### config.mk
export PLATFORM = sky130hd
export DESIGN_NAME = rne_datapath
export DESIGN_NICKNAME = d
export VERILOG_FILES = /design/src/rtl/rne_pkg.sv /design/src/rtl/rne_datapath.sv
export SDC_FILE = /design/constraint.sdc
export NUM_CORES = 1
export LEC_CHECK = 0
export ABC_AREA = 1
export BUFFER_PORTS_ARGS = -buffer_cell sky130_fd_sc_hd__buf_2
export CAP_MARGIN = 0
export CORE_ASPECT_RATIO = 1.2
export CORE_MARGIN = 3
export CORE_UTILIZATION = 40
export DETAILED_ROUTE_END_ITERATION = 16
export SYNTH_ARGS = -nofsm -noshare
export SYNTH_HDL_FRONTEND = slang
export SYNTH_SLANG_ARGS = --single-unit
### constraint.sdc
create_clock -name clk_i -period 5.3 [get_ports clk_i]
set_input_delay 1.59 -clock clk_i [delete_from_list [all_inputs] [get_ports clk_i]]
set_output_delay 1.59 -clock clk_i [all_outputs]
set_load 0.01 [all_outputs]
### src/rtl/rne_pkg.sv
// Shared types, symbol codes and the control store for the Roman numeral encoder.
// Used by the sequencer, the datapath and the top level; depends on nothing.
`default_nettype none

package rne_pkg;

  // symbol codes on the output beat
  localparam logic [2:0] SYM_I = 3'd0;
  localparam logic [2:0] SYM_V = 3'd1;
  localparam logic [2:0] SYM_X = 3'd2;
  localparam logic [2:0] SYM_L = 3'd3;
  localparam logic [2:0] SYM_C = 3'd4;
  localparam logic [2:0] SYM_D = 3'd5;
  localparam logic [2:0] SYM_M = 3'd6;

  localparam int unsigned ValueW = 12;
  localparam int unsigned MultW  = 14;  // holds nine times the largest place value
  localparam int unsigned DigitW = 4;
  localparam int unsigned CntW   = 3;
  localparam int unsigned PcW    = 3;

  // beat payloads
  typedef struct packed {
    logic [ValueW-1:0] value;
  } in_beat_t;

  typedef struct packed {
    logic [2:0] symbol;
    logic       last;
  } out_beat_t;

  // decimal position being worked on
  typedef enum logic [1:0] {
    POS_THOU = 2'd0,
    POS_HUND = 2'd1,
    POS_TENS = 2'd2,
    POS_ONES = 2'd3
  } pos_e;

  // which symbol of the position's set to emit
  typedef enum logic [1:0] {
    SEL_UNIT = 2'd0,
    SEL_FIVE = 2'd1,
    SEL_TEN  = 2'd2
  } sym_sel_e;

  // where the end-of-digit mark of an emitted symbol comes from
  typedef enum logic [1:0] {
    LS_NONE   = 2'd0,
    LS_ALWAYS = 2'd1,
    LS_CNT1   = 2'd2,
    LS_CNT0   = 2'd3
  } last_src_e;

  // next-step selection
  typedef enum logic [2:0] {
    J_WAIT     = 3'd0,
    J_NEXT     = 3'd1,
    J_DISPATCH = 3'd2,
    J_LOOP     = 3'd3,
    J_CNT      = 3'd4,
    J_END      = 3'd5
  } jump_e;

  // step addresses of the program
  localparam logic [PcW-1:0] PC_IDLE = 3'd0;
  localparam logic [PcW-1:0] PC_EXT  = 3'd1;
  localparam logic [PcW-1:0] PC_REP  = 3'd2;
  localparam logic [PcW-1:0] PC_D4A  = 3'd3;
  localparam logic [PcW-1:0] PC_D4B  = 3'd4;
  localparam logic [PcW-1:0] PC_D5   = 3'd5;
  localparam logic [PcW-1:0] PC_D9A  = 3'd6;
  localparam logic [PcW-1:0] PC_D9B  = 3'd7;

  typedef struct packed {
    logic            ext;
    logic            emit;
    sym_sel_e        sel;
    last_src_e       lsrc;
    logic            cnt_dec;
    jump_e           jump;
    logic [PcW-1:0]  target;
  } uword_t;

  // sequencer to datapath
  typedef struct packed {
    logic     load;
    logic     ext;
    logic     cnt_dec;
    logic     pos_inc;
    logic     emit;
    sym_sel_e sel;
    logic     last;
  } ctrl_t;

  // datapath to sequencer
  typedef struct packed {
    logic [DigitW-1:0] digit;
    logic              is_thou;
    logic              is_ones;
    logic              rem_zero;
    logic              cnt_is0;
    logic              cnt_is1;
    logic              out_busy;
  } stat_t;

  // control store: one word per step
  function automatic uword_t ucode(input logic [PcW-1:0] pc);
    uword_t w;
    w = '{ext: 1'b0, emit: 1'b0, sel: SEL_UNIT, lsrc: LS_NONE, cnt_dec: 1'b0,
          jump: J_NEXT, target: PC_IDLE};
    unique case (pc)
      PC_IDLE: w.jump = J_WAIT;
      PC_EXT: begin
        w.ext  = 1'b1;
        w.jump = J_DISPATCH;
      end
      PC_REP: begin
        w.emit    = 1'b1;
        w.lsrc    = LS_CNT1;
        w.cnt_dec = 1'b1;
        w.jump    = J_LOOP;
        w.target  = PC_REP;
      end
      PC_D4A: w.emit = 1'b1;
      PC_D4B: begin
        w.emit = 1'b1;
        w.sel  = SEL_FIVE;
        w.lsrc = LS_ALWAYS;
        w.jump = J_END;
      end
      PC_D5: begin
        w.emit   = 1'b1;
        w.sel    = SEL_FIVE;
        w.lsrc   = LS_CNT0;
        w.jump   = J_CNT;
        w.target = PC_REP;
      end
      PC_D9A: w.emit = 1'b1;
      PC_D9B: begin
        w.emit = 1'b1;
        w.sel  = SEL_TEN;
        w.lsrc = LS_ALWAYS;
        w.jump = J_END;
      end
    endcase
    return w;
  endfunction

  // place value of a position
  function automatic logic [9:0] place_val(input pos_e pos);
    logic [9:0] p;
    p = 10'd1;
    unique case (pos)
      POS_THOU: p = 10'd1000;
      POS_HUND: p = 10'd100;
      POS_TENS: p = 10'd10;
      POS_ONES: p = 10'd1;
    endcase
    return p;
  endfunction

  // digit times place value
  function automatic logic [MultW-1:0] place_mult(input pos_e pos,
                                                  input logic [DigitW-1:0] d);
    return MultW'(MultW'(d) * MultW'(place_val(pos)));
  endfunction

  // symbol code for a position and selection
  function automatic logic [2:0] sym_code(input pos_e pos, input sym_sel_e sel);
    logic [2:0] s;
    s = SYM_M;
    unique case (pos)
      POS_THOU: s = SYM_M;
      POS_HUND: begin
        unique case (sel)
          SEL_UNIT: s = SYM_C;
          SEL_FIVE: s = SYM_D;
          SEL_TEN:  s = SYM_M;
          default:  s = SYM_C;
        endcase
      end
      POS_TENS: begin
        unique case (sel)
          SEL_UNIT: s = SYM_X;
          SEL_FIVE: s = SYM_L;
          SEL_TEN:  s = SYM_C;
          default:  s = SYM_X;
        endcase
      end
      POS_ONES: begin
        unique case (sel)
          SEL_UNIT: s = SYM_I;
          SEL_FIVE: s = SYM_V;
          SEL_TEN:  s = SYM_X;
          default:  s = SYM_I;
        endcase
      end
    endcase
    return s;
  endfunction

endpackage

`default_nettype wire

### src/rtl/rne_datapath.sv
// Datapath of the encoder: remainder, position and repeat counter, digit
// extraction by place value, and the output beat register. Uses rne_pkg.
`default_nettype none

module rne_datapath (
  input  logic                          clk_i,
  input  logic                          rst_ni,
  input  rne_pkg::ctrl_t                ctrl_i,
  input  logic [rne_pkg::ValueW-1:0]    value_i,
  input  logic                          out_ready_i,
  output logic                          out_valid_o,
  output logic [2:0]                    out_sym_o,
  output logic                          out_last_o,
  output rne_pkg::stat_t                stat_o
);

  logic [rne_pkg::ValueW-1:0] rem_q, rem_d;
  rne_pkg::pos_e              pos_q, pos_d;
  logic [rne_pkg::CntW-1:0]   cnt_q, cnt_d;
  logic                       out_valid_q, out_valid_d;
  logic [2:0]                 out_sym_q, out_sym_d;
  logic                       out_last_q, out_last_d;

  logic [rne_pkg::DigitW-1:0] digit;
  logic [rne_pkg::MultW-1:0]  sub_val;

  // digit at the current position: largest multiple of the place not above rem
  always_comb begin
    digit   = '0;
    sub_val = '0;
    for (int d = 1; d <= 9; d++) begin
      if (rne_pkg::MultW'(rem_q) >= rne_pkg::place_mult(pos_q, rne_pkg::DigitW'(d))) begin
        digit   = rne_pkg::DigitW'(d);
        sub_val = rne_pkg::place_mult(pos_q, rne_pkg::DigitW'(d));
      end
    end
  end

  // working registers
  always_comb begin
    rem_d = rem_q;
    pos_d = pos_q;
    cnt_d = cnt_q;
    if (ctrl_i.load) begin
      rem_d = value_i;
      pos_d = rne_pkg::POS_THOU;
    end else begin
      if (ctrl_i.ext) begin
        rem_d = rem_q - sub_val[rne_pkg::ValueW-1:0];
        if (digit >= rne_pkg::DigitW'(5) && pos_q != rne_pkg::POS_THOU) begin
          cnt_d = rne_pkg::CntW'(digit - rne_pkg::DigitW'(5));
        end else begin
          cnt_d = rne_pkg::CntW'(digit);
        end
      end
      if (ctrl_i.cnt_dec) begin
        cnt_d = cnt_q - rne_pkg::CntW'(1);
      end
      if (ctrl_i.pos_inc) begin
        pos_d = rne_pkg::pos_e'(2'(pos_q + 2'd1));
      end
    end
  end

  // output beat register: loads on emit, empties when taken
  always_comb begin
    out_valid_d = out_valid_q;
    out_sym_d   = out_sym_q;
    out_last_d  = out_last_q;
    if (ctrl_i.emit) begin
      out_valid_d = 1'b1;
      out_sym_d   = rne_pkg::sym_code(pos_q, ctrl_i.sel);
      out_last_d  = ctrl_i.last;
    end else if (out_ready_i) begin
      out_valid_d = 1'b0;
    end
  end

  always_ff @(posedge clk_i or negedge rst_ni) begin
    if (!rst_ni) begin
      out_valid_q <= 1'b0;
    end else begin
      out_valid_q <= out_valid_d;
    end
  end

  always_ff @(posedge clk_i) begin
    rem_q      <= rem_d;
    pos_q      <= pos_d;
    cnt_q      <= cnt_d;
    out_sym_q  <= out_sym_d;
    out_last_q <= out_last_d;
  end

  // status for the sequencer
  always_comb begin
    stat_o.digit    = digit;
    stat_o.is_thou  = (pos_q == rne_pkg::POS_THOU);
    stat_o.is_ones  = (pos_q == rne_pkg::POS_ONES);
    stat_o.rem_zero = (rem_q == '0);
    stat_o.cnt_is0  = (cnt_q == '0);
    stat_o.cnt_is1  = (cnt_q == rne_pkg::CntW'(1));
    stat_o.out_busy = out_valid_q && !out_ready_i;
  end

  assign out_valid_o = out_valid_q;
  assign out_sym_o   = out_sym_q;
  assign out_last_o  = out_last_q;

endmodule

`default_nettype wire

### After elaboration in Yosys (flattened, before gate mapping)

Index checks and enable logic that the tools add are counted.

* register bits after elaboration: 22
* bits of input ports: 23

* add/sub/neg operators: 4
* $mul: 10
* order comparisons: 10
* equal/unequal tests: 6
* mux-type cells: 35
* bitwise operators: 1
* reductions and logical operators: 11

Operator list (count)
* 2-to-1 mux 12 bit: 9
* 2-to-1 mux 10 bit: 6
* greater-or-equal comparator 12 x 13 -> 1 bit: 4
* case mux 10 bit (4 select lines): 1
* multiplier 2 x 10 -> 12 bit, first input constant: 3
* 2-to-1 mux 4 bit: 8
* multiplier 3 x 10 -> 13 bit, first input constant: 2
* greater-or-equal comparator 12 bit: 2
* multiplier 3 x 10 -> 12 bit, first input constant: 2
* greater-or-equal comparator 12 x 14 -> 1 bit: 1
* multiplier 4 x 10 -> 14 bit, first input constant: 1
* greater-or-equal comparator 12 x 10 -> 1 bit: 1
* greater-or-equal comparator 12 x 11 -> 1 bit: 1
* logical NOT 12 bit: 1
* multiplier 4 x 10 -> 12 bit, first input constant: 1
* case mux 3 bit (4 select lines): 1
* subtractor 12 bit: 1
* multiplier 2 x 10 -> 11 bit, first input constant: 1
* 2-to-1 mux 11 bit: 1
* 2-to-1 mux 3 bit: 3
* case mux 2 bit (2 select lines): 2
* nonzero test 2 bit: 4
* == test 2 bit, second input constant: 3
* case mux 3 bit (2 select lines): 1
* 13 further kinds: 17

### Logic depth before layout (Yosys ltp)

* depth after elaboration: 17
* mapped depth: 41

### Least setup slack after synthesis

No wires, ideal clock.

* path kind: reg-to-reg
* start: register pos_q[1]
* end: register rem_q[10] in the netlist's numbering (data pin)
* setup time: 262 ps
* data arrival time: 4650 ps
* required time: 5038 ps
* slack: 387 ps
* stages on the path, launching flop included: 35
* clock period less this slack: 4913 ps
* cell sequence: dfxtp_1 > ha_1 > ha_1 > nand2_1 > o31ai_1 > xor2_1 > ha_1 > nand2_1 > inv_1 > o21ai_1 > nand2_1 > nand2_1 > nand4_1 > bufinv_8 > nand2_1 > nand2_1 > nand2_1 > nand2_1 > nand2_1 > nand2_2 > nand2_4 > inv_2 > nor2_1 > ha_1 > fa_1 > inv_1 > a31oi_1 > o21ai_0 > nand3_1 > nand2_1 > nand2_1 > nand2_1 > nand2_1 > nand3_1 > a31oi_1

RTL lines
* from (decl): line rne_datapath.sv:18 `rne_pkg::pos_e pos_q, pos_d;`
* from (signal assigned): line rne_datapath.sv:89 `pos_q <= pos_d;`
* to (signal assigned): line rne_datapath.sv:88 `rem_q <= rem_d;`
* to (decl): line rne_datapath.sv:17 `logic [rne_pkg::ValueW-1:0] rem_q, rem_d;`

==> out/results.ini <==
[status]
status = finished, final reports clean

[finish]
diodes = 0
final_common_cell = nand2_1
layout.nets = 909
layout_common_cells = nand2_1 (229), inv_1 (89), ha_1 (86)
syn_to_final_growth_pct = 16.5
finalNonFillerCells = 950
drive_above_1_share_pct = 15.7

[power_and_ir_drop]
powerDensity_nw_per_um2 = 660
irDropWorstVdd_mv = 0.397
p_leak_nw = 2.89
power.total_w = 0.00355

[clocking]
cts-htree-levels = 1
cts_inserted_buffers = 3
clockRootBuffer = clkbuf_16
cts_hold_buffers = 0
numClockSinks = 22
clock_latency_ns = 0.27
clkTransAtPathRegs_ns = 0.07
cts_buffer_depth = 2
cts_tree = done

[route]
vias = 5158
postRouteAntennaNets = 0
post-route-drc-count = 0
wl_per_cell_um = 17.4
wl_um = 16500
drt-pass1-iter-count = 5
via_per_inst = 5.43
first_iter_violations = 384

[worst_setup_path]
worstPathMaxFanout = 10
reg2reg_from = pos_q[0]
crit_path_cell_trace = inv_1, ha_2, inv_1, buf_4, ha_1, o21ai_2, ha_1, a21oi_1, nand2_1, a21oi_1, nand2_1, nor2_4, buf_4, inv_2, nor2_4, nand2_1, nand2_1, inv_1, buf_2
arrival_ns = 3.43
crit_required_ns = 3.71
crit_top_cell = nand2_1
cp-startpoint = pos_q[0]
critPathKind = flip-flop to primary output
crit_path_end_kind = primary output
slowest_stage = dfxtp_2
critPathLaunchType = flip-flop
cpPeakStageDelay_ns = 0.36

[yosys]
synth_ff_type = edfxtp_1
ys_warn_count = 0
synth-async-reset-ratio_pct = 4.55
yosysUniqueCellTypes = 48
syn_avg_cell_area_sq_um = 6.32
synth_area_sq_um = 4610
syn_nets = 841
synth_edf_count = 19
ys_ff_latch = 22
synthCells = 729
yosysSeqAreaShare_pct = 13.8

[global_routing]
track_usage_pct = 25.6
antenna_found_initial = 0
grt_pass1_wl_um = 25900
grt_max_degree = 23
grt.overflow.total = 0
grt_pass1_vias = 4970

[placed_design]
port_buffers = 37
dp_hpwl_um = 13200
pre_cts_ws_ns = -0.168
dp.cells = 942
gp_congestion = 0.982

[floorplan]
start_util_pct = 41.4
rows = 42
num_io_pins = 38
fp.dieW_um = 104
die-area_sq_um = 12900
die_h_um = 124
coreArea_sq_um = 11100

[sta]
relSlewSlack_pct = 52.0
fmax_ghz = 0.199
setup_viol = 0
clock_skew_ns = 0.00264
hold_violations = 0
finalCritPeriodShare_pct = 94.6
finalMaxSlewViolations = 0
period_minus_slack_ns = 5.02
fin_ws_ns = 0.284
worst_pin_slew_ns = 0.720

[min_path]
hold_start = pos_q[0]
hold_class = flip-flop to flip-flop

[run]
maxCapViolCount = 0

-- logic make-up after synthesis --
family	Yosys count	synth area share, %
flops	22	13.8
compound gates	140	16.8
fa+ha+maj	89	24.3
xor+xnor	8	1.68
simple gates	356	33.6
buf+inv	114	9.82
-- synthesized netlist by cell type (6+ instances only) --
master,instances,area (sq um)
ha_1,88,1100
o21ai_0,30,150
nand4_1,16,100
inv_1,90,338
nor3_1,6,30.0
edfxtp_1,19,571
nand3_1,39,195
nor2_1,43,161
nand2_2,6,37.5
o21ai_1,14,70.1
nand2_1,229,860
a21oi_1,70,350
inv_2,13,48.8
-- registers in the layout, indices dropped and copies added, names as in the netlist --
signal	count
rem_q	12
pos_q	2
cnt_q	3
out_valid_o	1
out_last_o	1
out_sym_o	3
-- repair_timing --
action	4_1_cts	5_1_grt
setup buffers	0	4
pin swaps	0	1
gates resized for setup	2	13
setup endpoints to repair	4	9
-- layout make-up --
class,count,area [sq um]
clock buffers,3,75.1
clock inverters,1,30.0
fillers,1200,5770
inverters,105,412
multi-input cells,593,3570
flip-flops and latches,22,638
well taps,154,193
repair buffers,72,452
-- power breakdown --
part / switching (W) / total (W) / internal (W)
Clock: 0.0000783 / 0.000229 / 0.000151
Sequential: 0.000179 / 0.000458 / 0.000279
Combinational: 0.00179 / 0.00286 / 0.00107
-- metrics by stage --
| stage | utilization (%) | cell area [sq um] | hold slack (ns) | TNS (ns) |
|---|---|---|---|---|
| 2_1_floorplan | - | 4610 | 0.558 | 0 |
| 3_3_place_gp | 46.5 | 5180 | 0.586 | -0.155 |
| 3_5_place_dp | 46.5 | 5180 | 0.604 | -0.202 |
| 4_1_cts | 47.5 | 5290 | 0.614 | 0 |
| 5_1_grt | 48.2 | 5370 | 0.584 | -0.0275 |
| 6_report | 48.2 | 5370 | 0.558 | 0 |
-- worst max-delay path, delay by kind of cell (launching register included) --
family / cells / cell delay, ns
adders and majority gates: 3 / 0.78
DFF: 1 / 0.36
and+or+nand+nor: 6 / 0.62
AOI/OAI and AO/OA: 3 / 0.51
buffers and inverters: 7 / 0.86
-- layer usage --
metal  wire (um)  vias to the layer above  GRT usage, %
met2        8090                      172          47.2
li1            -                     2569             -
met3         835                       49          2.95
met5           0                        -             0
met1        6830                     2368          30.4
met4         753                        0          10.7
-- worst paths after layout --
check	end	slack (ns)	cells past startpoint
min in group asynchronous	out_valid_o	1.08	1
max in group asynchronous	out_valid_o	4.14	1
setup / recovery	stat_o[8]	0.28	19
setup reg to reg	rem_q[11]	0.39	34
hold reg to reg	pos_q[0]	0.56	2
hold / removal	pos_q[0]	0.56	2
Note: power is estimated with default switching activity, not from simulation.
