===== src/rtl/rne_pkg.sv =====
// Shared types, symbol codes and the control store for the Roman numeral encoder.
// Used by the sequencer, the datapath and the top level; depends on nothing.
`default_nettype none

package rne_pkg;

  // symbol codes on the output beat
  localparam logic [2:0] SYM_I = 3'd0;
  localparam logic [2:0] SYM_V = 3'd1;
  localparam logic [2:0] SYM_X = 3'd2;
  localparam logic [2:0] SYM_L = 3'd3;
  localparam logic [2:0] SYM_C = 3'd4;
  localparam logic [2:0] SYM_D = 3'd5;
  localparam logic [2:0] SYM_M = 3'd6;

  localparam int unsigned ValueW = 12;
  localparam int unsigned MultW  = 14;  // holds nine times the largest place value
  localparam int unsigned DigitW = 4;
  localparam int unsigned CntW   = 3;
  localparam int unsigned PcW    = 3;

  // beat payloads
  typedef struct packed {
    logic [ValueW-1:0] value;
  } in_beat_t;

  typedef struct packed {
    logic [2:0] symbol;
    logic       last;
  } out_beat_t;

  // decimal position being worked on
  typedef enum logic [1:0] {
    POS_THOU = 2'd0,
    POS_HUND = 2'd1,
    POS_TENS = 2'd2,
    POS_ONES = 2'd3
  } pos_e;

  // which symbol of the position's set to emit
  typedef enum logic [1:0] {
    SEL_UNIT = 2'd0,
    SEL_FIVE = 2'd1,
    SEL_TEN  = 2'd2
  } sym_sel_e;

  // where the end-of-digit mark of an emitted symbol comes from
  typedef enum logic [1:0] {
    LS_NONE   = 2'd0,
    LS_ALWAYS = 2'd1,
    LS_CNT1   = 2'd2,
    LS_CNT0   = 2'd3
  } last_src_e;

  // next-step selection
  typedef enum logic [2:0] {
    J_WAIT     = 3'd0,
    J_NEXT     = 3'd1,
    J_DISPATCH = 3'd2,
    J_LOOP     = 3'd3,
    J_CNT      = 3'd4,
    J_END      = 3'd5
  } jump_e;

  // step addresses of the program
  localparam logic [PcW-1:0] PC_IDLE = 3'd0;
  localparam logic [PcW-1:0] PC_EXT  = 3'd1;
  localparam logic [PcW-1:0] PC_REP  = 3'd2;
  localparam logic [PcW-1:0] PC_D4A  = 3'd3;
  localparam logic [PcW-1:0] PC_D4B  = 3'd4;
  localparam logic [PcW-1:0] PC_D5   = 3'd5;
  localparam logic [PcW-1:0] PC_D9A  = 3'd6;
  localparam logic [PcW-1:0] PC_D9B  = 3'd7;

  typedef struct packed {
    logic            ext;
    logic            emit;
    sym_sel_e        sel;
    last_src_e       lsrc;
    logic            cnt_dec;
    jump_e           jump;
    logic [PcW-1:0]  target;
  } uword_t;

  // sequencer to datapath
  typedef struct packed {
    logic     load;
    logic     ext;
    logic     cnt_dec;
    logic     pos_inc;
    logic     emit;
    sym_sel_e sel;
    logic     last;
  } ctrl_t;

  // datapath to sequencer
  typedef struct packed {
    logic [DigitW-1:0] digit;
    logic              is_thou;
    logic              is_ones;
    logic              rem_zero;
    logic              cnt_is0;
    logic              cnt_is1;
    logic              out_busy;
  } stat_t;

  // control store: one word per step
  function automatic uword_t ucode(input logic [PcW-1:0] pc);
    uword_t w;
    w = '{ext: 1'b0, emit: 1'b0, sel: SEL_UNIT, lsrc: LS_NONE, cnt_dec: 1'b0,
          jump: J_NEXT, target: PC_IDLE};
    unique case (pc)
      PC_IDLE: w.jump = J_WAIT;
      PC_EXT: begin
        w.ext  = 1'b1;
        w.jump = J_DISPATCH;
      end
      PC_REP: begin
        w.emit    = 1'b1;
        w.lsrc    = LS_CNT1;
        w.cnt_dec = 1'b1;
        w.jump    = J_LOOP;
        w.target  = PC_REP;
      end
      PC_D4A: w.emit = 1'b1;
      PC_D4B: begin
        w.emit = 1'b1;
        w.sel  = SEL_FIVE;
        w.lsrc = LS_ALWAYS;
        w.jump = J_END;
      end
      PC_D5: begin
        w.emit   = 1'b1;
        w.sel    = SEL_FIVE;
        w.lsrc   = LS_CNT0;
        w.jump   = J_CNT;
        w.target = PC_REP;
      end
      PC_D9A: w.emit = 1'b1;
      PC_D9B: begin
        w.emit = 1'b1;
        w.sel  = SEL_TEN;
        w.lsrc = LS_ALWAYS;
        w.jump = J_END;
      end
    endcase
    return w;
  endfunction

  // place value of a position
  function automatic logic [9:0] place_val(input pos_e pos);
    logic [9:0] p;
    p = 10'd1;
    unique case (pos)
      POS_THOU: p = 10'd1000;
      POS_HUND: p = 10'd100;
      POS_TENS: p = 10'd10;
      POS_ONES: p = 10'd1;
    endcase
    return p;
  endfunction

  // digit times place value
  function automatic logic [MultW-1:0] place_mult(input pos_e pos,
                                                  input logic [DigitW-1:0] d);
    return MultW'(MultW'(d) * MultW'(place_val(pos)));
  endfunction

  // symbol code for a position and selection
  function automatic logic [2:0] sym_code(input pos_e pos, input sym_sel_e sel);
    logic [2:0] s;
    s = SYM_M;
    unique case (pos)
      POS_THOU: s = SYM_M;
      POS_HUND: begin
        unique case (sel)
          SEL_UNIT: s = SYM_C;
          SEL_FIVE: s = SYM_D;
          SEL_TEN:  s = SYM_M;
          default:  s = SYM_C;
        endcase
      end
      POS_TENS: begin
        unique case (sel)
          SEL_UNIT: s = SYM_X;
          SEL_FIVE: s = SYM_L;
          SEL_TEN:  s = SYM_C;
          default:  s = SYM_X;
        endcase
      end
      POS_ONES: begin
        unique case (sel)
          SEL_UNIT: s = SYM_I;
          SEL_FIVE: s = SYM_V;
          SEL_TEN:  s = SYM_X;
          default:  s = SYM_I;
        endcase
      end
    endcase
    return s;
  endfunction

endpackage

`default_nettype wire


===== src/rtl/rne_sequencer.sv =====
// Microcode sequencer: step counter, control store lookup and jump logic.
// Uses rne_pkg; drives the datapath through rne_pkg::ctrl_t.
`default_nettype none

module rne_sequencer (
  input  logic           clk_i,
  input  logic           rst_ni,
  input  logic           in_valid_i,
  output logic           in_ready_o,
  input  rne_pkg::stat_t stat_i,
  output rne_pkg::ctrl_t ctrl_o
);

  logic [rne_pkg::PcW-1:0] pc_q, pc_d;
  rne_pkg::uword_t         w;
  logic                    stall;
  logic                    grp_last;
  logic                    grp_end;

  assign w = rne_pkg::ucode(pc_q);

  // end-of-digit mark of the symbol emitted at this step
  always_comb begin
    grp_last = 1'b0;
    unique case (w.lsrc)
      rne_pkg::LS_NONE:   grp_last = 1'b0;
      rne_pkg::LS_ALWAYS: grp_last = 1'b1;
      rne_pkg::LS_CNT1:   grp_last = stat_i.cnt_is1;
      rne_pkg::LS_CNT0:   grp_last = stat_i.cnt_is0;
    endcase
  end

  // next step and control word
  always_comb begin
    pc_d           = pc_q;
    in_ready_o     = 1'b0;
    grp_end        = 1'b0;
    stall          = w.emit && stat_i.out_busy;
    ctrl_o.load    = 1'b0;
    ctrl_o.ext     = 1'b0;
    ctrl_o.cnt_dec = 1'b0;
    ctrl_o.pos_inc = 1'b0;
    ctrl_o.emit    = 1'b0;
    ctrl_o.sel     = w.sel;
    ctrl_o.last    = grp_last && stat_i.rem_zero;

    if (w.jump == rne_pkg::J_WAIT) begin
      in_ready_o = 1'b1;
      if (in_valid_i) begin
        ctrl_o.load = 1'b1;
        pc_d        = rne_pkg::PC_EXT;
      end
    end else if (!stall) begin
      ctrl_o.ext     = w.ext;
      ctrl_o.emit    = w.emit;
      ctrl_o.cnt_dec = w.cnt_dec;
      unique case (w.jump)
        rne_pkg::J_NEXT: pc_d = pc_q + rne_pkg::PcW'(1);
        rne_pkg::J_DISPATCH: begin
          if (stat_i.digit == '0) begin
            grp_end = 1'b1;
          end else if (stat_i.is_thou || stat_i.digit < rne_pkg::DigitW'(4)) begin
            pc_d = rne_pkg::PC_REP;
          end else if (stat_i.digit == rne_pkg::DigitW'(4)) begin
            pc_d = rne_pkg::PC_D4A;
          end else if (stat_i.digit < rne_pkg::DigitW'(9)) begin
            pc_d = rne_pkg::PC_D5;
          end else begin
            pc_d = rne_pkg::PC_D9A;
          end
        end
        rne_pkg::J_LOOP: begin
          if (!stat_i.cnt_is1) begin
            pc_d = w.target;
          end else begin
            grp_end = 1'b1;
          end
        end
        rne_pkg::J_CNT: begin
          if (!stat_i.cnt_is0) begin
            pc_d = w.target;
          end else begin
            grp_end = 1'b1;
          end
        end
        rne_pkg::J_END: grp_end = 1'b1;
        default:        pc_d = rne_pkg::PC_IDLE;
      endcase

      // digit done: finish the value or move to the next position
      if (grp_end) begin
        if (stat_i.is_ones || stat_i.rem_zero) begin
          pc_d = rne_pkg::PC_IDLE;
        end else begin
          ctrl_o.pos_inc = 1'b1;
          pc_d           = rne_pkg::PC_EXT;
        end
      end
    end
  end

  always_ff @(posedge clk_i or negedge rst_ni) begin
    if (!rst_ni) begin
      pc_q <= rne_pkg::PC_IDLE;
    end else begin
      pc_q <= pc_d;
    end
  end

endmodule

`default_nettype wire


===== config.mk =====
export PLATFORM = sky130hd
export DESIGN_NAME = rne_sequencer
export DESIGN_NICKNAME = d
export VERILOG_FILES = /design/src/rtl/rne_pkg.sv /design/src/rtl/rne_sequencer.sv
export SDC_FILE = /design/constraint.sdc
export NUM_CORES = 1
export LEC_CHECK = 0
export BUFFER_PORTS_ARGS = -buffer_cell sky130_fd_sc_hd__buf_2
export CORE_UTILIZATION = 30
export DETAILED_ROUTE_END_ITERATION = 12
export SKIP_LAST_GASP = 1
export SLEW_MARGIN = 20
export SYNTH_ARGS = -nofsm -noshare
export SYNTH_HDL_FRONTEND = slang
export SYNTH_SLANG_ARGS = --single-unit
export TNS_END_PERCENT = 1

===== constraint.sdc =====
create_clock -name clk_i -period 5.1 [get_ports clk_i]
set_input_delay 0.51 -clock clk_i [delete_from_list [all_inputs] [get_ports clk_i]]
set_output_delay 0.51 -clock clk_i [all_outputs]
set_load 0.02 [all_outputs]

======== After elaboration in Yosys (flattened, before gate mapping) ========
Index checks and enable logic that the tools add are counted.
storage, ports and cells
  input port bits ......................... 13
  word-level logic and storage cells ...... 72
  register bits ........................... 3
  output and inout bits ................... 9
cells by class
  muxes and demuxes ....................... 33
  $add $sub $neg .......................... 1
  reductions and logical operators ........ 13
  equal/unequal tests ..................... 22
  $lt $le $gt $ge ......................... 2
operator list
  operator             count
  $pmux 3 s5           2
  $mux 3               9
  $eq 3x3->1 const B   6
  $mux 1               14
  $eq 3x2->1 const B   4
  $ne 4x4->1 const B   3
  $mux 4               2
  $pmux 1 s4           2
  $eq 3x1->1 const B   2
  $logic_not 3->1      2
  $pmux 2 s3           1
  $reduce_and 6->1     1
  $reduce_or 2->1      3
  $reduce_or 6->1      1
  $eq 2x2->1 const B   2
  $eq 4x3->1 const B   1
  $logic_not 4->1      1
  $lt 4x3->1 const B   1
  $lt 4x4->1 const B   1
  $mux 2               2
  $pmux 2 s2           1
  $add 3x1->3 const B  1
  $ne 3x3->1 const B   1
  $eq 2x1->1 const B   1
  5 further kinds      7

======== Depth between registers and ports, before layout ========
Gate-level depths: netlist of the first run.
  word-level depth ........................ 10
  depth in mapped cells ................... 11
  depth with buffers taken out ............ 10

======== Worst setup path before layout of the first run ========
No wires, ideal clock.
  path kind ............................... register to output
  from .................................... register pc_q[0] (netlist name)
  to ...................................... output ctrl_o[3] (netlist name)
  path buffers ............................ 1
  arrival ................................. 2.376 ns
  stages on the path, launching flop included .. 10
  path slack .............................. 2.214 ns
  data required time ...................... 4.590 ns
  path through ............................ dfrtp_1 ha_1 buf_6 o21a_1 nor2_1 ha_1 nand2b_1 nand4_1 inv_1 a211oi_1
RTL lines
  what                      RTL line              source
  start: declaration        rne_sequencer.sv:14   logic [rne_pkg::PcW-1:0] pc_q, pc_d;
  start signal: assignment  rne_sequencer.sv:104  pc_q <= rne_pkg::PC_IDLE;
  start signal: assignment  rne_sequencer.sv:106  pc_q <= pc_d;
  end: declaration          rne_sequencer.sv:11   output rne_pkg::ctrl_t ctrl_o

==> results of run 1 <==
-- report_power, final --
part | total, mW | internal, mW | switching, mW
Sequential | 0.0516 | 0.0361 | 0.0155
Clock | 0.0408 | 0.0293 | 0.0116
Combinational | 0.420 | 0.179 | 0.241
Total | 0.513 | 0.245 | 0.268
-- worst reg2reg max path: stages (launching register included) --
cell and delay (ns):
dfrtp_1 0.40, inv_1 0.10, ha_1 0.27, o21a_1 0.24, nor2_1 0.18, ha_1 0.27
and3b_1 0.21, a32o_2 0.30, o41ai_4 0.26, mux2i_1 0.23, a32oi_1 0.12
-- worst max path at each step --
stage | start | end | slack (ns) | cells past startpoint
after global placement | pc_q[0]$_DFFE_PN0P_ | ctrl_o[4] | 2.15 | 10
after CTS | pc_q[0]$_DFFE_PN0P_ | ctrl_o[4] | 1.89 | 10
final | pc_q[0]$_DFFE_PN0P_ | ctrl_o[4] | 1.89 | 10
after global routing | pc_q[0]$_DFFE_PN0P_ | ctrl_o[4] | 1.71 | 10
after detailed placement | pc_q[0]$_DFFE_PN0P_ | ctrl_o[4] | 2.15 | 10
after floorplan | pc_q[0]$_DFFE_PN0P_ | ctrl_o[3] | 2.21 | 9
-- Yosys cell counts, drive strengths merged, types with 4 or more instances --
library cell and n:
ha 7, inv 7, nor2 7, a21oi 4
-- layout make-up --
class | instances | area [um^2]
Multi-Input combinational cell | 64 | 520
Tap cell | 27 | 33.8
Sequential cell | 3 | 75.1
Timing Repair Buffer | 21 | 105
Clock buffer | 4 | 26.3
Inverter | 7 | 26.3
Fill cell | 212 | 1210
-- logic make-up (layout without fill, tap and decap cells) --
family / count (synthesis) / in the layout / share of synthesized area, %
simple gates: 30 / 30 / 26.4
mux: 3 / 3 / 4.84
buf+inv: 10 / 32 / 7.75
compound gates: 24 / 24 / 35.9
flops: 3 / 3 / 11.6
fa+ha+maj: 7 / 7 / 13.6
-- routing by layer --
| layer | routed length [um] | vias up | global-route usage, % |
|---|---|---|---|
| met5 | 0 | - | 0 |
| met4 | 0 | 0 | 4.90 |
| met3 | 60 | 0 | 1.89 |
| met2 | 775 | 16 | 24.9 |
| met1 | 787 | 316 | 19.4 |
| li1 | - | 338 | - |
==> results.sh, run 1 <==
export IMPL_status="finished, final reports clean"
export IMPL_cp_end_kind="primary output"
export IMPL_cap_violations=0
export IMPL_skew_ns=0.00199
export IMPL_area_delta_synth_final_pct=21.9
export IMPL_antenna_found_initial=0
export IMPL_wl_um=1620
export IMPL_ant_nets=0
export IMPL_vias=670
export IMPL_rr_endpoint="pc_q[0]$_DFFE_PN0P_"
export IMPL_rows=16
export IMPL_finalCritPeriodShare_pct=63.0
export IMPL_cp_max_fo=6
export IMPL_crit_type="flip-flop to primary output"
export IMPL_viasPerCell=5.32
export IMPL_dp_slack_ns=2.15
export IMPL_min_period_ns=3.21
export IMPL_cts_resized=0
export IMPL_design_area_um2=787
export IMPL_slew_violations=0
export IMPL_grt_remaining_overflow=0
export IMPL_cp_required_ns=4.59
export IMPL_drc=0
export IMPL_power_total_mw=0.513
export IMPL_rsz0062_at_grt="false"
export IMPL_final_cells=126
export IMPL_critical_path_top_delay_family="compound AO/OA/AOI/OAI gates"
export IMPL_setup_slack_ns=1.89
export IMPL_wl_per_cell_um=12.9
export IMPL_cts_buffers=3
export IMPL_power_leakage_nw=0.376
export IMPL_final_common_cell="buf_2"
export IMPL_grt_pass1_wl_um=2770
export IMPL_grt_usage_pct=14.8
export IMPL_start_util_pct=32.2
export IMPL_synth_edf_count=0
export IMPL_netlist_area_um2=646
export IMPL_setup_violations=0
export IMPL_die_w_um=48.4
export IMPL_largest_reg_flops=3
export IMPL_grt_max_degree=14
export IMPL_diodes=0
export IMPL_clockBufferDepth=2
export IMPL_yosysWarnings=0
export IMPL_fin_hold_ws_ns=0.0672
export IMPL_synth_seq_area_share_pct=11.6
export IMPL_hold_path_class="primary input to async pin"
export IMPL_clk_pin_slew_worst_paths_ns=0.04
export IMPL_io_buffers=21
export IMPL_syn_inst=77
export IMPL_drt_initial_drc_count=18
export IMPL_fmax_ghz=0.311
export IMPL_cpPeakStageDelay_ns=0.40
export IMPL_worstPathCellList="inv_1 > ha_1 > o21a_1 > nor2_1 > ha_1 > and3b_1 > a32o_2 > o41ai_4 > nor2_1 > buf_2"
export IMPL_fin_setup_tns_ns=0
export IMPL_r2r_start="pc_q[0]$_DFFE_PN0P_"
export IMPL_clock_latency_ns=0.23
export IMPL_gp_congestion=0.896
export IMPL_avgSynthCellArea_um2=8.38
export IMPL_ir_drop_mv=0.351
export IMPL_hold_violations=0
export IMPL_dp_hpwl_um=1330
export IMPL_rr_worst_depth=10
export IMPL_synth_nets=97
export IMPL_slew_headroom_pct=68.2
export IMPL_crit_slowest_cell="dfrtp_1"
export IMPL_clkSinkCount=3
export IMPL_cts_setup_buffers=0
export IMPL_utilization_pct=39.3
export IMPL_grt_pass1_vias=650
export IMPL_tightest_slew_ns=0.472
export IMPL_dp_cells=122
export IMPL_synth_area_leader_cell="ha_1"
export IMPL_die_height_um=48.4
export IMPL_start_kind="flip-flop"
export IMPL_core_area_mm2=0.00200
export IMPL_ys_seq_elements=3
export IMPL_drive_gt1_share_pct=35.4
export IMPL_root_buffer="clkbuf_4"
export IMPL_top_regs="pc_q x3"
export IMPL_nets=120
export IMPL_async_reset_ff_share_pct=100
export IMPL_netlist_top_cells_area="ha_1 14%, dfrtp_1 12%, o32ai_2 5.0%"
export IMPL_worstPathArrival_ns=2.70
export IMPL_synth_ff_type="dfrtp_1"
export IMPL_ios=22
export IMPL_dr_pass1_iters=4
export IMPL_htree_levels=1
export IMPL_power_density_mw_per_mm2=651
export IMPL_cts_tree="done"
export IMPL_final_cell_mix="21 x buf_2, 7 x inv_1, 7 x ha_1, 6 x nor2_1, 4 x a21oi_1"
export IMPL_critPathBufInv=2
export IMPL_hold_buffers=0
export IMPL_ys_types=39
export IMPL_die_area_mm2=0.00234
export IMPL_placed_area_um2=761
export IMPL_worst_r2r_setup_slack_ns=2.37
export IMPL_synth_top_area_share_pct=13.6
export IMPL_largest_register="pc_q"
(Power assumes the default switching activity.)
==> run 2, diff against run 1 <==
==> constraint.sdc (replaced) <==
create_clock -name clk_i -period 2.55 [get_ports clk_i]
set_input_delay 0.255 -clock clk_i [delete_from_list [all_inputs] [get_ports clk_i]]
set_output_delay 0.255 -clock clk_i [all_outputs]
set_load 0.02 [all_outputs]
==> results.sh, run 2 (same netlist as run 1, synthesis figures left out) <==
export IMPL_dp_hpwl_um=1400
export IMPL_grt_max_degree=11
export IMPL_ios=22
export IMPL_dr_pass1_iters=4
export IMPL_min_period_ns=2.62
export IMPL_grt_pass1_vias=731
export IMPL_skew_ns=0.000717
export IMPL_multi_input_area_um2=586
export IMPL_gp_congestion=0.922
export IMPL_cap_violations=0
export IMPL_n_fill_cell=186
export IMPL_fin_hold_ws_ns=0.348
export IMPL_core_area_mm2=0.00200
export IMPL_vias=773
export IMPL_clockBufferDepth=2
export IMPL_power_leakage_nw=0.493
export IMPL_fmax_ghz=0.381
export IMPL_cts_buffers=3
export IMPL_worst_r2r_setup_slack_ns=-0.02
export IMPL_drive_gt1_share_pct=57.7
export IMPL_top_regs="pc_q x3"
export IMPL_rows=16
export IMPL_die_area_mm2=0.00234
export IMPL_violations="negative setup slack"
export IMPL_cpPeakStageDelay_ns=0.44
export IMPL_worstPathCellList="buf_4 > inv_1 > o21ai_1 > ha_2 > buf_4 > buf_4 > a21boi_2 > o41ai_4 > nor2_1 > buf_4"
export IMPL_clk_pin_slew_worst_paths_ns=0.04
export IMPL_start_kind="flip-flop"
export IMPL_worstPathArrival_ns=2.37
export IMPL_crit_slowest_cell="dfrtp_2"
export IMPL_final_cells=150
export IMPL_critical_path_top_delay_family="buffers and inverters"
export IMPL_die_height_um=48.4
export IMPL_drt_initial_drc_count=24
export IMPL_crit_type="flip-flop to primary output"
export IMPL_largest_register="pc_q"
export IMPL_clkSinkCount=3
export IMPL_critPathBufInv=5
export IMPL_ant_nets=0
export IMPL_drc=0
export IMPL_clock_latency_ns=0.23
export IMPL_wl_per_cell_um=13.6
export IMPL_cp_required_ns=2.30
export IMPL_slew_violations=0
export IMPL_largest_reg_flops=3
export IMPL_area_delta_synth_final_pct=62.0
export IMPL_antenna_found_initial=0
export IMPL_hold_path_class="primary input to async pin"
export IMPL_cts_tree="done"
export IMPL_tightest_slew_ns=0.487
export IMPL_power_density_mw_per_mm2=1310
export IMPL_dp_cells=130
export IMPL_io_buffers=21
export IMPL_root_buffer="clkbuf_4"
export IMPL_grt_remaining_overflow=0
export IMPL_die_w_um=48.4
export IMPL_finalCritPeriodShare_pct=103
export IMPL_start_util_pct=32.2
export IMPL_rsz0062_at_grt="true"
export IMPL_status="finished, violations left"
export IMPL_viasPerCell=5.15
export IMPL_final_common_cell="buf_4"
export IMPL_crit_path_frequent_cell="buf_4"
export IMPL_diodes=0
export IMPL_cp_max_fo=10
export IMPL_setup_violations=2
export IMPL_final_cell_mix="23 x buf_4, 20 x buf_2, 5 x inv_1, 5 x nor2_1, 4 x a21oi_1"
export IMPL_slew_headroom_pct=67.2
export IMPL_cp_end_kind="primary output"
export IMPL_seq_area_um2=77.6
export IMPL_htree_levels=1
export IMPL_wl_um=2050
export IMPL_hold_violations=0
export IMPL_grt_pass1_wl_um=3130
export IMPL_nets=144
export IMPL_grt_usage_pct=17.2
export IMPL_ir_drop_mv=0.582
export IMPL_setup_slack_ns=-0.0747
[run 2: path summary, 6_finish.rpt]
kind,from,end,cells after the start
min in group clk_i,stat_i[4],pc_q[0]$_DFFE_PN0P_,4
max in group asynchronous,rst_ni,pc_q[2]$_DFFE_PN0P_,2
hold / removal,rst_ni,pc_q[0]$_DFFE_PN0P_,2
hold reg to reg,pc_q[2]$_DFFE_PN0P_,pc_q[2]$_DFFE_PN0P_,1
setup reg to reg,pc_q[2]$_DFFE_PN0P_,pc_q[0]$_DFFE_PN0P_,12
setup / recovery,pc_q[2]$_DFFE_PN0P_,ctrl_o[4],10
[run 2: metal layers]
layer | global-route usage (%) | routed length [um] | up-vias
met1 | 19.9 | 829 | 356
met4 | 7.35 | 16 | 0
li1 | - | - | 388
met2 | 32.9 | 1110 | 27
met5 | 0 | 0 | -
met3 | 0.314 | 91 | 2
[run 2: power by group]
part,leakage [nW],internal (mW),switching [mW],total [mW]
Sequential,0.0350,0.0748,0.0349,0.110
Clock,0.0150,0.0585,0.0228,0.0814
Combinational,0.443,0.595,0.588,1.18
Total,0.493,0.728,0.646,1.37
[run 2: what timing repair did]
action                                 4_1_cts  5_1_grt
setup buffers                               13        2
endpoints found under the hold margin        3        0
setup endpoints to repair                    1        6
hold buffers                                 1        0
gates cloned                                 0        0
pin swaps                                    6        5
resized for setup                           10       11
[run 2: stage by stage]
stage,power [mW],instance area [um^2],utilization [%],worst slack [ns],TNS [ns]
CTS,1.28,985,49.2,-0.0772,-0.0772
floorplan,0.780,651,-,-0.0543,-0.189
finish,1.37,1050,52.3,-0.0747,-0.0961
detailed placement,1.02,826,41.3,0.0414,0
global route,1.50,1050,52.3,-0.171,-0.616
global placement,1.01,826,41.3,0.115,0
[run 2: cell type report]
class | instances | area share, %
clock buffers | 4 | 2.51
inverters | 7 | 2.75
multi-input cells | 64 | 56.0
flip-flops and latches | 3 | 7.42
well taps | 27 | 3.23
repair buffers | 45 | 28.1
[run 2: worst register-to-register path: stages (launching register included)]
cell      delay, ns
dfrtp_2        0.44
buf_4          0.18
inv_1          0.14
o21ai_1        0.10
ha_2           0.18
buf_4          0.13
buf_4          0.13
a21boi_2       0.18
o41ai_4        0.37
buf_4          0.17
buf_4          0.10
mux2i_1        0.17
a32oi_1        0.12
